**src/rtl/core/escape_sequence_payload_decoder_defines.svh**
```systemverilog
// assertion macros shared by the escape decoder modules
// expects clk_i and rst_ni in the scope of each use
`ifndef ESCAPE_SEQUENCE_PAYLOAD_DECODER_DEFINES_SVH
`define ESCAPE_SEQUENCE_PAYLOAD_DECODER_DEFINES_SVH

// property must hold at every clock edge out of reset
`define ESD_ASSERT(label, prop, msg) \
  label: assert property (@(posedge clk_i) disable iff (!rst_ni) prop) else $error(msg);

// condition must never be seen at a clock edge out of reset
`define ESD_NEVER(label, cond, msg) \
  label: assert property (@(posedge clk_i) disable iff (!rst_ni) !(cond)) else $error(msg);

`endif

```
**src/rtl/core/esd_pkg.sv**
```systemverilog
// types and constants of the escape sequence payload decoder
// no dependencies; used by esd_step, esd_rfifo and the top level
package esd_pkg;

  localparam int unsigned MAX_REPEAT_DEF = 65536;
  localparam int unsigned RUN_W          = 17;
  localparam int unsigned CHAR_W         = 8;
  localparam int unsigned QDEPTH         = 3;
  localparam int unsigned CNT_W          = $clog2(QDEPTH + 1);

  typedef enum logic [1:0] {
    KIND_DATA = 2'd0,
    KIND_RUN  = 2'd1,
    KIND_ERR  = 2'd2,
    KIND_END  = 2'd3
  } kind_e;

  typedef enum logic [1:0] {
    ERR_SHORT  = 2'd0,
    ERR_HEX    = 2'd1,
    ERR_SYNTAX = 2'd2,
    ERR_LIMIT  = 2'd3
  } err_e;

  typedef enum logic [2:0] {
    M_NORMAL  = 3'd0,
    M_ESC     = 3'd1,
    M_HEX1    = 3'd2,
    M_HEX2    = 3'd3,
    M_ZFIRST  = 3'd4,
    M_ZDIGITS = 3'd5,
    M_SKIP    = 3'd6
  } mode_e;

  typedef struct packed {
    kind_e              kind;
    logic [CHAR_W-1:0]  out_byte;
    logic [RUN_W-1:0]   run_length;
    err_e               error_code;
    logic               end_of_output;
  } res_t;

  // results of one input beat, cnt of them valid (0 to 2)
  typedef struct packed {
    logic [1:0] cnt;
    res_t       r0;
    res_t       r1;
  } push_t;

endpackage

```
**src/rtl/core/esd_step.sv**
```systemverilog
// per-character decode: mode and repeat count registers plus result logic
// depends on esd_pkg and the shared assertion macros
`include "escape_sequence_payload_decoder_defines.svh"

module esd_step #(
  parameter int unsigned MAX_REPEAT = esd_pkg::MAX_REPEAT_DEF
) (
  input  logic                       clk_i,
  input  logic                       rst_ni,
  input  logic                       accept_i,
  input  logic [esd_pkg::CHAR_W-1:0] in_char_i,
  input  logic                       string_end_i,
  output esd_pkg::push_t             push_o
);
  import esd_pkg::*;

  localparam logic [CHAR_W-1:0] CH_BSL  = 8'h5C;
  localparam logic [CHAR_W-1:0] CH_X    = 8'h78;
  localparam logic [CHAR_W-1:0] CH_Z    = 8'h7A;
  localparam logic [CHAR_W-1:0] CH_N    = 8'h6E;
  localparam logic [CHAR_W-1:0] CH_R    = 8'h72;
  localparam logic [CHAR_W-1:0] CH_T    = 8'h74;
  localparam logic [CHAR_W-1:0] CH_0    = 8'h30;
  localparam logic [CHAR_W-1:0] CH_9    = 8'h39;
  localparam logic [CHAR_W-1:0] BYTE_LF = 8'h0A;
  localparam logic [CHAR_W-1:0] BYTE_CR = 8'h0D;
  localparam logic [CHAR_W-1:0] BYTE_HT = 8'h09;
  localparam logic [63:0]       MAX_REP = 64'(MAX_REPEAT);

  // bit 4 set when the character is no hex digit
  function automatic logic [4:0] hex_val(logic [CHAR_W-1:0] c);
    logic [4:0] v;
    if (c >= 8'h30 && c <= 8'h39)      v = 5'(c - 8'h30);
    else if (c >= 8'h61 && c <= 8'h66) v = 5'(c - 8'h61 + 8'd10);
    else if (c >= 8'h41 && c <= 8'h46) v = 5'(c - 8'h41 + 8'd10);
    else                               v = 5'h10;
    return v;
  endfunction

  mode_e       mode_q, mode_d;
  logic [3:0]  nib_q, nib_d;
  logic        hbad_q, hbad_d;
  logic [63:0] val_q, val_d;
  logic        ovf_q, ovf_d;
  logic        oct_q, oct_d;
  logic        obad_q, obad_d;

  logic [CHAR_W-1:0] c;
  logic              fin;
  logic              is_dig;
  logic [3:0]        dig;
  logic [4:0]        hv;
  logic              starts_esc;
  logic [66:0]       oct_wide;
  logic [67:0]       dec_wide;
  logic [63:0]       val_upd;
  logic              ovf_upd, oct_upd, obad_upd;
  logic              cnt_done, cnt_syntax, cnt_limit;
  logic              in_z, skip;
  logic              fail;
  err_e              err;
  push_t             push;

  assign c          = in_char_i;
  assign fin        = string_end_i;
  assign is_dig     = (c >= CH_0) && (c <= CH_9);
  assign dig        = 4'(c - CH_0);
  assign hv         = hex_val(c);
  assign starts_esc = (c == CH_BSL) && !fin;
  assign oct_wide   = {val_q, 3'b000} + 67'(dig);
  assign dec_wide   = 68'({val_q, 3'b000}) + 68'({val_q, 1'b0}) + 68'(dig);
  assign in_z       = (mode_q == M_ZFIRST) || (mode_q == M_ZDIGITS);
  assign skip       = (mode_q == M_SKIP);

  // repeat count after this character
  always_comb begin
    val_upd  = val_q;
    ovf_upd  = ovf_q;
    oct_upd  = oct_q;
    obad_upd = obad_q;
    if (mode_q == M_ZFIRST && is_dig) begin
      oct_upd = (c == CH_0);
      val_upd = 64'(dig);
    end else if (mode_q == M_ZDIGITS && is_dig) begin
      if (oct_q) begin
        if (dig >= 4'd8) obad_upd = 1'b1;
        else if (!ovf_q) begin
          if (oct_wide[66:64] != 3'd0) ovf_upd = 1'b1;
          else                         val_upd = oct_wide[63:0];
        end
      end else if (!ovf_q) begin
        if (dec_wide[67:64] != 4'd0) ovf_upd = 1'b1;
        else                         val_upd = dec_wide[63:0];
      end
    end
  end

  assign cnt_done   = in_z && !(mode_q == M_ZFIRST && !is_dig) && (!is_dig || fin);
  assign cnt_syntax = obad_upd || ovf_upd;
  assign cnt_limit  = val_upd > MAX_REP;

  // error detection
  always_comb begin
    fail = 1'b0;
    err  = ERR_SHORT;
    unique case (mode_q)
      M_ESC: begin
        if (c == CH_X && fin) begin
          fail = 1'b1;
          err  = ERR_SHORT;
        end else if (c == CH_Z && fin) begin
          fail = 1'b1;
          err  = ERR_SYNTAX;
        end
      end
      M_HEX1: begin
        fail = fin;
        err  = ERR_SHORT;
      end
      M_HEX2: begin
        fail = hbad_q || hv[4];
        err  = ERR_HEX;
      end
      M_ZFIRST, M_ZDIGITS: begin
        if (mode_q == M_ZFIRST && !is_dig) begin
          fail = 1'b1;
          err  = ERR_SYNTAX;
        end else if (cnt_done && cnt_syntax) begin
          fail = 1'b1;
          err  = ERR_SYNTAX;
        end else if (cnt_done && cnt_limit) begin
          fail = 1'b1;
          err  = ERR_LIMIT;
        end
      end
      default: begin
        fail = 1'b0;
      end
    endcase
  end

  // next state
  always_comb begin
    mode_d = mode_q;
    nib_d  = nib_q;
    hbad_d = hbad_q;
    val_d  = val_q;
    ovf_d  = ovf_q;
    oct_d  = oct_q;
    obad_d = obad_q;
    unique case (mode_q)
      M_NORMAL: mode_d = starts_esc ? M_ESC : M_NORMAL;
      M_ESC: begin
        mode_d = M_NORMAL;
        if (c == CH_X) mode_d = M_HEX1;
        else if (c == CH_Z) begin
          val_d  = '0;
          ovf_d  = 1'b0;
          oct_d  = 1'b0;
          obad_d = 1'b0;
          mode_d = M_ZFIRST;
        end
      end
      M_HEX1: begin
        hbad_d = hv[4];
        nib_d  = hv[3:0];
        mode_d = M_HEX2;
      end
      M_HEX2: mode_d = M_NORMAL;
      M_ZFIRST, M_ZDIGITS: begin
        val_d  = val_upd;
        ovf_d  = ovf_upd;
        oct_d  = oct_upd;
        obad_d = obad_upd;
        if (is_dig)          mode_d = M_ZDIGITS;
        else if (starts_esc) mode_d = M_ESC;
        else                 mode_d = M_NORMAL;
      end
      default: mode_d = mode_q;
    endcase
    if (fail) mode_d = M_SKIP;
    if (fin) begin
      mode_d = M_NORMAL;
      nib_d  = '0;
      hbad_d = 1'b0;
      val_d  = '0;
      ovf_d  = 1'b0;
      oct_d  = 1'b0;
      obad_d = 1'b0;
    end
  end

  // results of this beat
  always_comb begin
    logic run_push;
    logic dat_push;
    res_t run_r;
    res_t dat_r;
    run_push = 1'b0;
    dat_push = 1'b0;
    run_r    = '0;
    dat_r    = '0;
    run_r.kind       = KIND_RUN;
    run_r.run_length = val_upd[RUN_W-1:0];
    dat_r.kind       = KIND_DATA;
    dat_r.out_byte   = c;
    unique case (mode_q)
      M_NORMAL: dat_push = !starts_esc;
      M_ESC: begin
        if (c == CH_N) begin
          dat_push       = 1'b1;
          dat_r.out_byte = BYTE_LF;
        end else if (c == CH_R) begin
          dat_push       = 1'b1;
          dat_r.out_byte = BYTE_CR;
        end else if (c == CH_T) begin
          dat_push       = 1'b1;
          dat_r.out_byte = BYTE_HT;
        end else begin
          dat_push = (c != CH_X) && (c != CH_Z);
        end
      end
      M_HEX2: begin
        dat_push       = !(hbad_q || hv[4]);
        dat_r.out_byte = {nib_q, hv[3:0]};
      end
      M_ZFIRST, M_ZDIGITS: begin
        if (cnt_done && !cnt_syntax && !cnt_limit) begin
          run_push = (val_upd != 64'd0);
          dat_push = !is_dig && !starts_esc;
        end
      end
      default: begin
        dat_push = 1'b0;
      end
    endcase

    push = '0;
    if (run_push && dat_push) begin
      push.cnt = 2'd2;
      push.r0  = run_r;
      push.r1  = dat_r;
    end else if (run_push) begin
      push.cnt = 2'd1;
      push.r0  = run_r;
    end else if (dat_push) begin
      push.cnt = 2'd1;
      push.r0  = dat_r;
    end

    if (fail) begin
      push                  = '0;
      push.cnt              = 2'd1;
      push.r0.kind          = KIND_ERR;
      push.r0.error_code    = err;
      push.r0.end_of_output = 1'b1;
    end else if (fin && !skip) begin
      if (push.cnt == 2'd2)      push.r1.end_of_output = 1'b1;
      else if (push.cnt == 2'd1) push.r0.end_of_output = 1'b1;
      else begin
        push.cnt              = 2'd1;
        push.r0.kind          = KIND_END;
        push.r0.end_of_output = 1'b1;
      end
    end
  end

  assign push_o = push;

  always_ff @(posedge clk_i or negedge rst_ni) begin
    if (!rst_ni) begin
      mode_q <= M_NORMAL;
      nib_q  <= '0;
      hbad_q <= 1'b0;
      val_q  <= '0;
      ovf_q  <= 1'b0;
      oct_q  <= 1'b0;
      obad_q <= 1'b0;
    end else if (accept_i) begin
      mode_q <= mode_d;
      nib_q  <= nib_d;
      hbad_q <= hbad_d;
      val_q  <= val_d;
      ovf_q  <= ovf_d;
      oct_q  <= oct_d;
      obad_q <= obad_d;
    end
  end

  // a pair is always a zero run followed by the byte that ended the count
  `ESD_ASSERT(a_pair_order, (push.cnt == 2'd2) |-> (push.r0.kind == KIND_RUN && push.r1.kind == KIND_DATA), "bad result pair")
  // an error stands alone and closes the string
  `ESD_ASSERT(a_err_alone, fail |-> (push.cnt == 2'd1 && push.r0.end_of_output), "error not final")
  // every string starts in normal mode
  `ESD_ASSERT(a_end_clears, (accept_i && fin) |=> (mode_q == M_NORMAL && !ovf_q && val_q == 64'd0), "state not cleared")
  `ESD_NEVER(a_no_skip_out, skip && push.cnt != 2'd0, "result while skipping")

endmodule

```
**src/rtl/core/esd_rfifo.sv**
```systemverilog
// three-entry result queue, up to two writes and one read per cycle
// depends on esd_pkg and the shared assertion macros
`include "escape_sequence_payload_decoder_defines.svh"

module esd_rfifo (
  input  logic           clk_i,
  input  logic           rst_ni,
  input  logic           wr_en_i,
  input  esd_pkg::push_t push_i,
  input  logic           rd_i,
  output logic           nonempty_o,
  output logic           full2_o,
  output esd_pkg::res_t  head_o
);
  import esd_pkg::*;

  res_t             ent_q [QDEPTH];
  res_t             ent_d [QDEPTH];
  logic [CNT_W-1:0] cnt_q, cnt_d;
  logic [CNT_W-1:0] cnt_pop;
  logic [CNT_W-1:0] wr_n;
  logic             pop;

  assign pop     = rd_i && (cnt_q != '0);
  assign cnt_pop = cnt_q - CNT_W'(pop);
  assign wr_n    = wr_en_i ? CNT_W'(push_i.cnt) : '0;
  assign cnt_d   = cnt_pop + wr_n;

  // room for two more beats counts the read of this cycle
  assign full2_o    = cnt_pop > CNT_W'(QDEPTH - 2);
  assign nonempty_o = cnt_q != '0;
  assign head_o     = ent_q[0];

  always_comb begin
    for (int i = 0; i < QDEPTH; i++) begin
      if (pop && i < QDEPTH - 1) ent_d[i] = ent_q[(i + 1) % QDEPTH];
      else                       ent_d[i] = ent_q[i];
      if (wr_n != '0 && CNT_W'(i) == cnt_pop)                   ent_d[i] = push_i.r0;
      if (wr_n == CNT_W'(2) && CNT_W'(i) == cnt_pop + CNT_W'(1)) ent_d[i] = push_i.r1;
    end
  end

  always_ff @(posedge clk_i) begin
    for (int i = 0; i < QDEPTH; i++) ent_q[i] <= ent_d[i];
  end

  always_ff @(posedge clk_i or negedge rst_ni) begin
    if (!rst_ni) cnt_q <= '0;
    else         cnt_q <= cnt_d;
  end

  `ESD_ASSERT(a_fill_bound, 1'b1 |-> (cnt_q <= CNT_W'(QDEPTH)), "queue over depth")
  `ESD_NEVER(a_no_overrun, (32'(cnt_pop) + 32'(wr_n)) > QDEPTH, "queue overrun")
  `ESD_ASSERT(a_cnt_track, 1'b1 |=> (cnt_q == $past(cnt_q) - CNT_W'($past(pop)) + $past(wr_n)), "count slip")

endmodule

```
**src/rtl/core/escape_sequence_payload_decoder.sv**
```systemverilog
// top level of the backslash escape decoder
// depends on esd_pkg, esd_step and esd_rfifo
//
// Input channel: one character of an escaped string per beat (in_char_i,
// string_end_i marks the last character). A beat is taken when in_valid_i
// is high and in_stall_o is low. Output channel: one result per beat
// (kind_o, out_byte_o, run_length_o, error_code_o, end_of_output_o), taken
// when out_valid_o is high and out_stall_i is low.
// Each character is decoded in the cycle it is taken and its results
// (none, one or two) are written to a registered three-entry result
// queue, from whose head they are offered.
// Throughput is one character per cycle while characters give at most one
// result each and the receiver does not stall; a character that gives two
// results (a zero run and the character that ended its count) is slowed
// by the single-result output port.
// in_stall_o is raised when the queue, after this cycle's read, has room
// for fewer than two results; a stalled receiver thus backs up into the
// input channel after at most three results. Reset empties the queue and
// returns the decoder to normal character mode.
module escape_sequence_payload_decoder #(
  parameter int unsigned MAX_REPEAT = esd_pkg::MAX_REPEAT_DEF
) (
  input  logic                       clk_i,
  input  logic                       rst_ni,
  input  logic                       in_valid_i,
  output logic                       in_stall_o,
  input  logic [esd_pkg::CHAR_W-1:0] in_char_i,
  input  logic                       string_end_i,
  output logic                       out_valid_o,
  input  logic                       out_stall_i,
  output logic [1:0]                 kind_o,
  output logic [esd_pkg::CHAR_W-1:0] out_byte_o,
  output logic [esd_pkg::RUN_W-1:0]  run_length_o,
  output logic [1:0]                 error_code_o,
  output logic                       end_of_output_o
);
  import esd_pkg::*;

  logic  accept;
  logic  full2;
  push_t push;
  res_t  head;

  assign in_stall_o = full2;
  assign accept     = in_valid_i && !full2;

  esd_step #(
    .MAX_REPEAT(MAX_REPEAT)
  ) u_step (
    .clk_i       (clk_i),
    .rst_ni      (rst_ni),
    .accept_i    (accept),
    .in_char_i   (in_char_i),
    .string_end_i(string_end_i),
    .push_o      (push)
  );

  esd_rfifo u_rfifo (
    .clk_i     (clk_i),
    .rst_ni    (rst_ni),
    .wr_en_i   (accept),
    .push_i    (push),
    .rd_i      (!out_stall_i),
    .nonempty_o(out_valid_o),
    .full2_o   (full2),
    .head_o    (head)
  );

  assign kind_o          = head.kind;
  assign out_byte_o      = head.out_byte;
  assign run_length_o    = head.run_length;
  assign error_code_o    = head.error_code;
  assign end_of_output_o = head.end_of_output;

endmodule

```
**config.mk**
```make
export PLATFORM = sky130hd
export DESIGN_NAME = escape_sequence_payload_decoder
export DESIGN_NICKNAME = d
export VERILOG_FILES = /design/src/rtl/core/esd_pkg.sv /design/src/rtl/core/esd_step.sv /design/src/rtl/core/esd_rfifo.sv /design/src/rtl/core/escape_sequence_payload_decoder.sv
export VERILOG_INCLUDE_DIRS = /design/src /design/src/rtl/core
export SDC_FILE = /design/constraint.sdc
export NUM_CORES = 1
export LEC_CHECK = 0
export ABC_AREA = 1
export BUFFER_PORTS_ARGS = -buffer_cell sky130_fd_sc_hd__buf_2
export CORE_MARGIN = 1.5
export CORE_UTILIZATION = 45
export CTS_CLUSTER_DIAMETER = 200
export DETAILED_ROUTE_END_ITERATION = 10
export PLACE_DENSITY_LB_ADDON = 0.25
export SYNTH_ARGS = -nofsm -noshare
export SYNTH_HDL_FRONTEND = slang
export SYNTH_SLANG_ARGS = --single-unit
```
**constraint.sdc**
```tcl
create_clock -name clk_i -period 14.7 [get_ports clk_i]
set_clock_uncertainty 0.15 [all_clocks]
set_input_delay 2.205 -clock clk_i [delete_from_list [all_inputs] [get_ports clk_i]]
set_output_delay 2.205 -clock clk_i [all_outputs]
set_load 0.01 [all_outputs]
```
==> results of run 1 <==
## per-stage QoR
step	cells	setup slack (ns)
floorplan	3395	6.59
global placement	3876	3.57
detailed placement	3876	3.39
CTS	3908	3.85
global route	3908	2.88
finish	3908	3.70
## power groups by stage
stage               sequential (mW)  combinational (mW)  clock, mW
floorplan                     0.617               0.454          0
global placement              0.629               0.571          0
detailed placement            0.630               0.571          0
CTS                           0.621               0.575      0.497
global route                  0.631               0.653      0.514
finish                        0.622               0.579      0.495
## synthesized netlist by cell type (all sizes together)
library cell,n
nand2b,1
clkbuf,73
ha,140
nand2,1123
xnor2,18
and3,3
a31o,1
nor3b,2
clkinv,4
o21bai,16
o22ai,31
nand3,448
o311ai,1
nand3b,25
o21ai,123
o211ai,11
dfrtp,77
fa,2
a21oi,122
xor2,83
and2,1
a21o,2
edfxtp,27
nand4,47
nor3,66
nor2,320
o221ai,2
o41ai,2
a32o,11
a211o,1
inv,428
a22oi,1
buf,97
nor4,13
or2,5
dfxtp,63
a31oi,5
## flip-flops by register name, indices dropped and copies added (netlist names)
name and cells:
u_step.ovf_q 1, u_step.nib_q 4, u_step.oct_q 1, u_step.mode_q 3, u_rfifo.cnt_q 2, u_rfifo.ent_q 90, u_step.obad_q 1, u_step.hbad_q 1
u_step.val_q 64
## tightest hold or removal path, stage by stage, from the launching register on
cell and delay [ns]:
dfxtp_1 0.31, inv_1 0.04, nor2_1 0.03
## per-layer routing
metal	global-route usage	routed length, um	vias up
li1	-	-	10800
met1	0.474	33600	9909
met2	0.519	32500	998
met3	0.0569	6640	134
met4	0.111	2570	0
met5	0	0	-
## cell families (layout without fill, tap and decap cells)
family | after synthesis | after routing | share of synthesized area
DFF | 167 | 167 | 0.203
buffers and inverters | 602 | 530 | 0.125
adders and majority gates | 142 | 142 | 0.0908
xor gates and xnor gates | 101 | 101 | 0.0452
AOI/OAI and AO/OA | 329 | 329 | 0.0936
and+or+nand+nor | 2054 | 2054 | 0.443
## how the worst min path moves through the flow
stage / startpoint / to / depth (start not counted)
final: u_rfifo.ent_q[0][65]$_SDFFE_PP0N_ / u_rfifo.ent_q[0][65]$_SDFFE_PP0N_ / 2
after global routing: u_rfifo.ent_q[0][67]$_SDFFE_PP0N_ / u_rfifo.ent_q[0][67]$_SDFFE_PP0N_ / 2
after CTS: u_rfifo.ent_q[0][65]$_SDFFE_PP0N_ / u_rfifo.ent_q[0][65]$_SDFFE_PP0N_ / 2
after detailed placement: u_rfifo.ent_q[0][65]$_SDFFE_PP0N_ / u_rfifo.ent_q[0][65]$_SDFFE_PP0N_ / 2
after global placement: u_rfifo.ent_q[0][78]$_SDFFE_PP0N_ / u_rfifo.ent_q[0][78]$_SDFFE_PP0N_ / 2
after floorplan: u_rfifo.ent_q[0][61]$_SDFFE_PP0N_ / u_rfifo.ent_q[0][61]$_SDFFE_PP0N_ / 2
## cell type report
class                   count  share of cell area
multi-input cells        2626               0.644
flip-flops and latches    167               0.193
inverters                 432              0.0783
well taps                 585              0.0353
clock buffers              17              0.0205
repair buffers             66              0.0187
clock inverters            15              0.0104
==> results.json, run 1 <==
{
  "drive_above_1_share": 0.0472,
  "area_delta_synth_final_pct": 4.95,
  "cp-startpoint": "in_char_i[3]",
  "worst_slew_pin_slew_ns": 1.18,
  "total_power_mw": 1.70,
  "grt_max_degree": 70,
  "hpwl_um": 57900,
  "regArea_sq_mm": 0.00400,
  "route.detailed.drc": 0,
  "ys_seq_elements": 167,
  "syn_inst": 3395,
  "yosysWarnings": 0,
  "synth_largest_area_cell": "nand2_1",
  "startpoint_type": "input pin",
  "drv_cap": 0,
  "required_ns": 14.65,
  "outcome": "finished, final reports clean",
  "relSlewSlack": 0.209,
  "cts_tree": "yes",
  "place.port_buffers": 44,
  "die_h_um": 212,
  "cp_top_family": "simple AND/OR/NAND/NOR gates",
  "postLayoutCoreUtil": 0.480,
  "routed_wl_um": 75300,
  "fmax_mhz": 90.9,
  "fin_area_sq_mm": 0.0207,
  "start_util": 0.457,
  "drt_pass1_iterations": 6,
  "fin_nets": 3465,
  "timing.rr.start": "u_step.val_q[2]$_DFFE_PN0P_",
  "wl_per_cell_um": 19.3,
  "fp.dieArea_sq_mm": 0.0451,
  "reg2reg_depth": 43,
  "clkPwrFrac": 0.292,
  "placed_area_sq_mm": 0.0201,
  "final_antenna_net_count": 0,
  "tns_ns": 0,
  "clk_pin_slew_ns": 0.08,
  "drt_iter0_markers": 2905,
  "switchingPower_uw": 709,
  "p_per_area_mw_per_mm2": 81.8,
  "path_max_fanout": 53,
  "critPathArrivalTime_ns": 10.95,
  "htree_levels": 4,
  "cp-end-kind": "register",
  "cts_resized": 0,
  "final_cell_mix": "nand2_1, nand3_1, inv_1, nor2_1, ha_1",
  "rrSetupSlack_ns": 5.22,
  "leakage_nw": 11.0,
  "layout_commonest_cell": "nand2_1",
  "cts.sinks": 167,
  "num_vias": 21800,
  "core_sq_mm": 0.0432,
  "cp.depth": 44,
  "critPathCapture": "u_rfifo.ent_q[0][56]$_DFFE_PP_",
  "ctsHoldBuffers": 0,
  "antenna_found_initial": 0,
  "die_w_um": 212,
  "rsz0062_at_grt": "false",
  "final-hold-violation-count": 0,
  "ios": 45,
  "synthTopCellsByArea": "nand2_1, nand3_1, dfrtp_1",
  "fillers": 4735,
  "numCtsBuffers": 17,
  "ys_types": 54,
  "grt_pass1_wl_um": 117000,
  "diodes": 0,
  "clock-root-buffer": "clkbuf_16",
  "grt_usage": 0.337,
  "grt_pass1_vias": 19800,
  "via_per_inst": 5.58,
  "clk_path_buf_depth": 2,
  "yosysSeqAreaShare": 0.203,
  "syn-mean-instance-area_sq_um": 5.81,
  "synth_nets": 3550,
  "gp_congestion": 1.01,
  "fin_crit_ns": 11.00,
  "maxSlewViolCount": 0,
  "max_stage_delay_ns": 1.02,
  "postCtsSetupBuffers": 0,
  "row_count": 76,
  "period_share": 0.748,
  "switching_share": 0.418,
  "seqPwrFrac": 0.367,
  "r2r-end": "u_rfifo.ent_q[0][56]$_DFFE_PP_",
  "internal_power_uw": 986,
  "crit_top_cell": "nand2_1",
  "cpMaxStageDelayCell": "nand2_2",
  "ir_drop_mv": 0.0871,
  "clkLatencyLatePin_ns": 0.48,
  "combPwrFrac": 0.341,
  "holdWs_ns": 0.279,
  "netlist_area_sq_mm": 0.0197,
  "path_class": "input pin to register",
  "multi_input_area_sq_mm": 0.0133,
  "worstHoldPathType": "register to register",
  "path_buf_inv": 7,
  "grt-ovfl-total": 0,
  "yosysTopAreaCellShare": 0.212,
  "setup_viol": 0
}
Note: power is estimated with default switching activity, not from simulation.
==> run 2, diff against run 1 <==
- clock period: 14.7 -> 11.3 ns (I/O delays scaled with it)
==> run 2 against run 1 <==
  * Combinational power is 30% higher
  * Power is 30% higher
  * First-iteration DRC count is 5.4% lower
  * Largest power group unchanged
  * Non-clock buffer count is 4 higher
  * Cell area is 0.22% higher
  * Worst setup slack worse by 1.7 ns
  * Critical path type unchanged
  * Worst hold slack worse by 0.00053 ns
  * Count of clock-buffer cells in the layout stayed put
  * Register-to-register slack worse by 2.2 ns
  * Final cell count is 0.10% higher
==> results.json, run 2 (synthesis gave the netlist of run 1 again) <==
{
  "worst_slew_pin_slew_ns": 1.06,
  "routed_wl_um": 73300,
  "drive_above_1_share": 0.0484,
  "cp-end-kind": "register",
  "required_ns": 11.56,
  "clk_path_buf_depth": 2,
  "route.detailed.drc": 0,
  "outcome": "finished, final reports clean",
  "cts_tree": "yes",
  "die_w_um": 212,
  "fp.dieArea_sq_mm": 0.0451,
  "final-hold-violation-count": 0,
  "clk_pin_slew_ns": 0.09,
  "cpMaxStageDelayCell": "fa_1",
  "grt_max_degree": 69,
  "hpwl_um": 56000,
  "final_antenna_net_count": 0,
  "diodes": 0,
  "largest_register": "u_rfifo.ent_q",
  "startpoint_type": "input pin",
  "htree_levels": 4,
  "path_max_fanout": 42,
  "grt_usage": 0.326,
  "total_power_mw": 2.20,
  "place.port_buffers": 44,
  "start_util": 0.457,
  "ctsHoldBuffers": 0,
  "clock-root-buffer": "clkbuf_16",
  "area_delta_synth_final_pct": 5.18,
  "maxSlewViolCount": 0,
  "grt-ovfl-total": 0,
  "tns_ns": 0,
  "drt_iter0_markers": 2749,
  "layout_commonest_cell": "nand2_1",
  "wl_per_cell_um": 18.7,
  "ir_drop_mv": 0.145,
  "setup_viol": 0,
  "fmax_mhz": 108,
  "grt_pass1_wl_um": 114000,
  "max_stage_delay_ns": 0.56,
  "leakage_nw": 11.1,
  "postCtsSetupBuffers": 0,
  "fin_crit_ns": 9.28,
  "die_h_um": 212,
  "top_regs": "u_rfifo.ent_q: 90 flops, u_step.val_q: 64 flops, u_step.nib_q: 4 flops",
  "p_per_area_mw_per_mm2": 106,
  "row_count": 76,
  "clkLatencyLatePin_ns": 0.47,
  "numCtsBuffers": 17,
  "drv_cap": 0,
  "largest_reg_flops": 90,
  "cts_resized": 0,
  "holdWs_ns": 0.278,
  "via_per_inst": 5.61,
  "relSlewSlack": 0.286,
  "drt_pass1_iterations": 6,
  "cts.sinks": 167,
  "core_sq_mm": 0.0432,
  "ios": 45,
  "path_class": "input pin to register",
  "final_cell_mix": "nand2_1, nand3_1, inv_1, nor2_1, ha_1",
  "fin_nets": 3469,
  "crit_top_cell": "nand2_1",
  "period_share": 0.822,
  "antenna_found_initial": 0,
  "worstHoldPathType": "register to register",
  "gp_congestion": 1.03,
  "grt_pass1_vias": 19900,
  "num_vias": 21900,
  "critPathArrivalTime_ns": 9.54,
  "rsz0062_at_grt": "false"
}
[run 2: cell types whose count changed in the layout (fill, tap and decap cells not counted), sizes merged]
cell    delta
clkinv     -1
buf        +4
inv        +1
[run 2: final cells by class]
cell class / count / area [sq um]
fillers: 4764 / 22400
multi-input cells: 2626 / 13300
flip-flops and latches: 167 / 4000
inverters: 432 / 1620
well taps: 585 / 732
repair buffers: 70 / 430
clock buffers: 17 / 425
clock inverters: 15 / 219
[run 2: path summary, 6_finish.rpt]
kind / slack, ns / to / cells after the start / startpoint
setup / recovery: 2.02 / u_rfifo.ent_q[0][7]$_SDFFE_PP0P_ / 44 / in_char_i[3]
hold / removal: 0.28 / u_rfifo.ent_q[0][68]$_SDFFE_PP0N_ / 2 / u_rfifo.ent_q[0][68]$_SDFFE_PP0N_
setup reg to reg: 3.02 / u_rfifo.ent_q[0][7]$_SDFFE_PP0P_ / 43 / u_step.val_q[2]$_DFFE_PN0P_
hold reg to reg: 0.28 / u_rfifo.ent_q[0][68]$_SDFFE_PP0N_ / 2 / u_rfifo.ent_q[0][68]$_SDFFE_PP0N_
max in group asynchronous: 8.80 / u_step.oct_q$_DFFE_PN0P_ / 2 / rst_ni
min in group asynchronous: 0.91 / u_step.val_q[55]$_DFFE_PN0P_ / 1 / rst_ni
[run 2: power breakdown]
part / leakage, nW / switching, mW / total (mW) / internal [mW]
registers: 1.87 / 0.0663 / 0.813 / 0.747
logic: 8.87 / 0.526 / 0.753 / 0.227
clock network: 0.308 / 0.326 / 0.638 / 0.312
[run 2: layer usage]
layer | share of wire | vias to the layer above | GRT usage
met3 | 0.084 | 183 | 0.0486
met4 | 0.049 | 0 | 0.151
met1 | 0.45 | 9968 | 0.458
met2 | 0.42 | 1013 | 0.489
li1 | - | 10800 | -
met5 | 0 | - | 0
[run 2: per-stage QoR]
step,setup slack [ns],util,area [sq um],std cells
detailed placement,1.76,0.466,20100,3880
global route,1.28,0.481,20800,3912
CTS,2.19,0.481,20800,3912
finish,2.02,0.481,20800,3912
global placement,1.97,0.466,20100,3880
floorplan,3.70,-,19700,3395
[run 2: worst max-delay path: cells and delay by family]
kind	cells	cell delay [ns]
simple gates	32	4.14
compound gates	2	0.28
buf+inv	7	1.97
fa+ha+maj	3	1.40
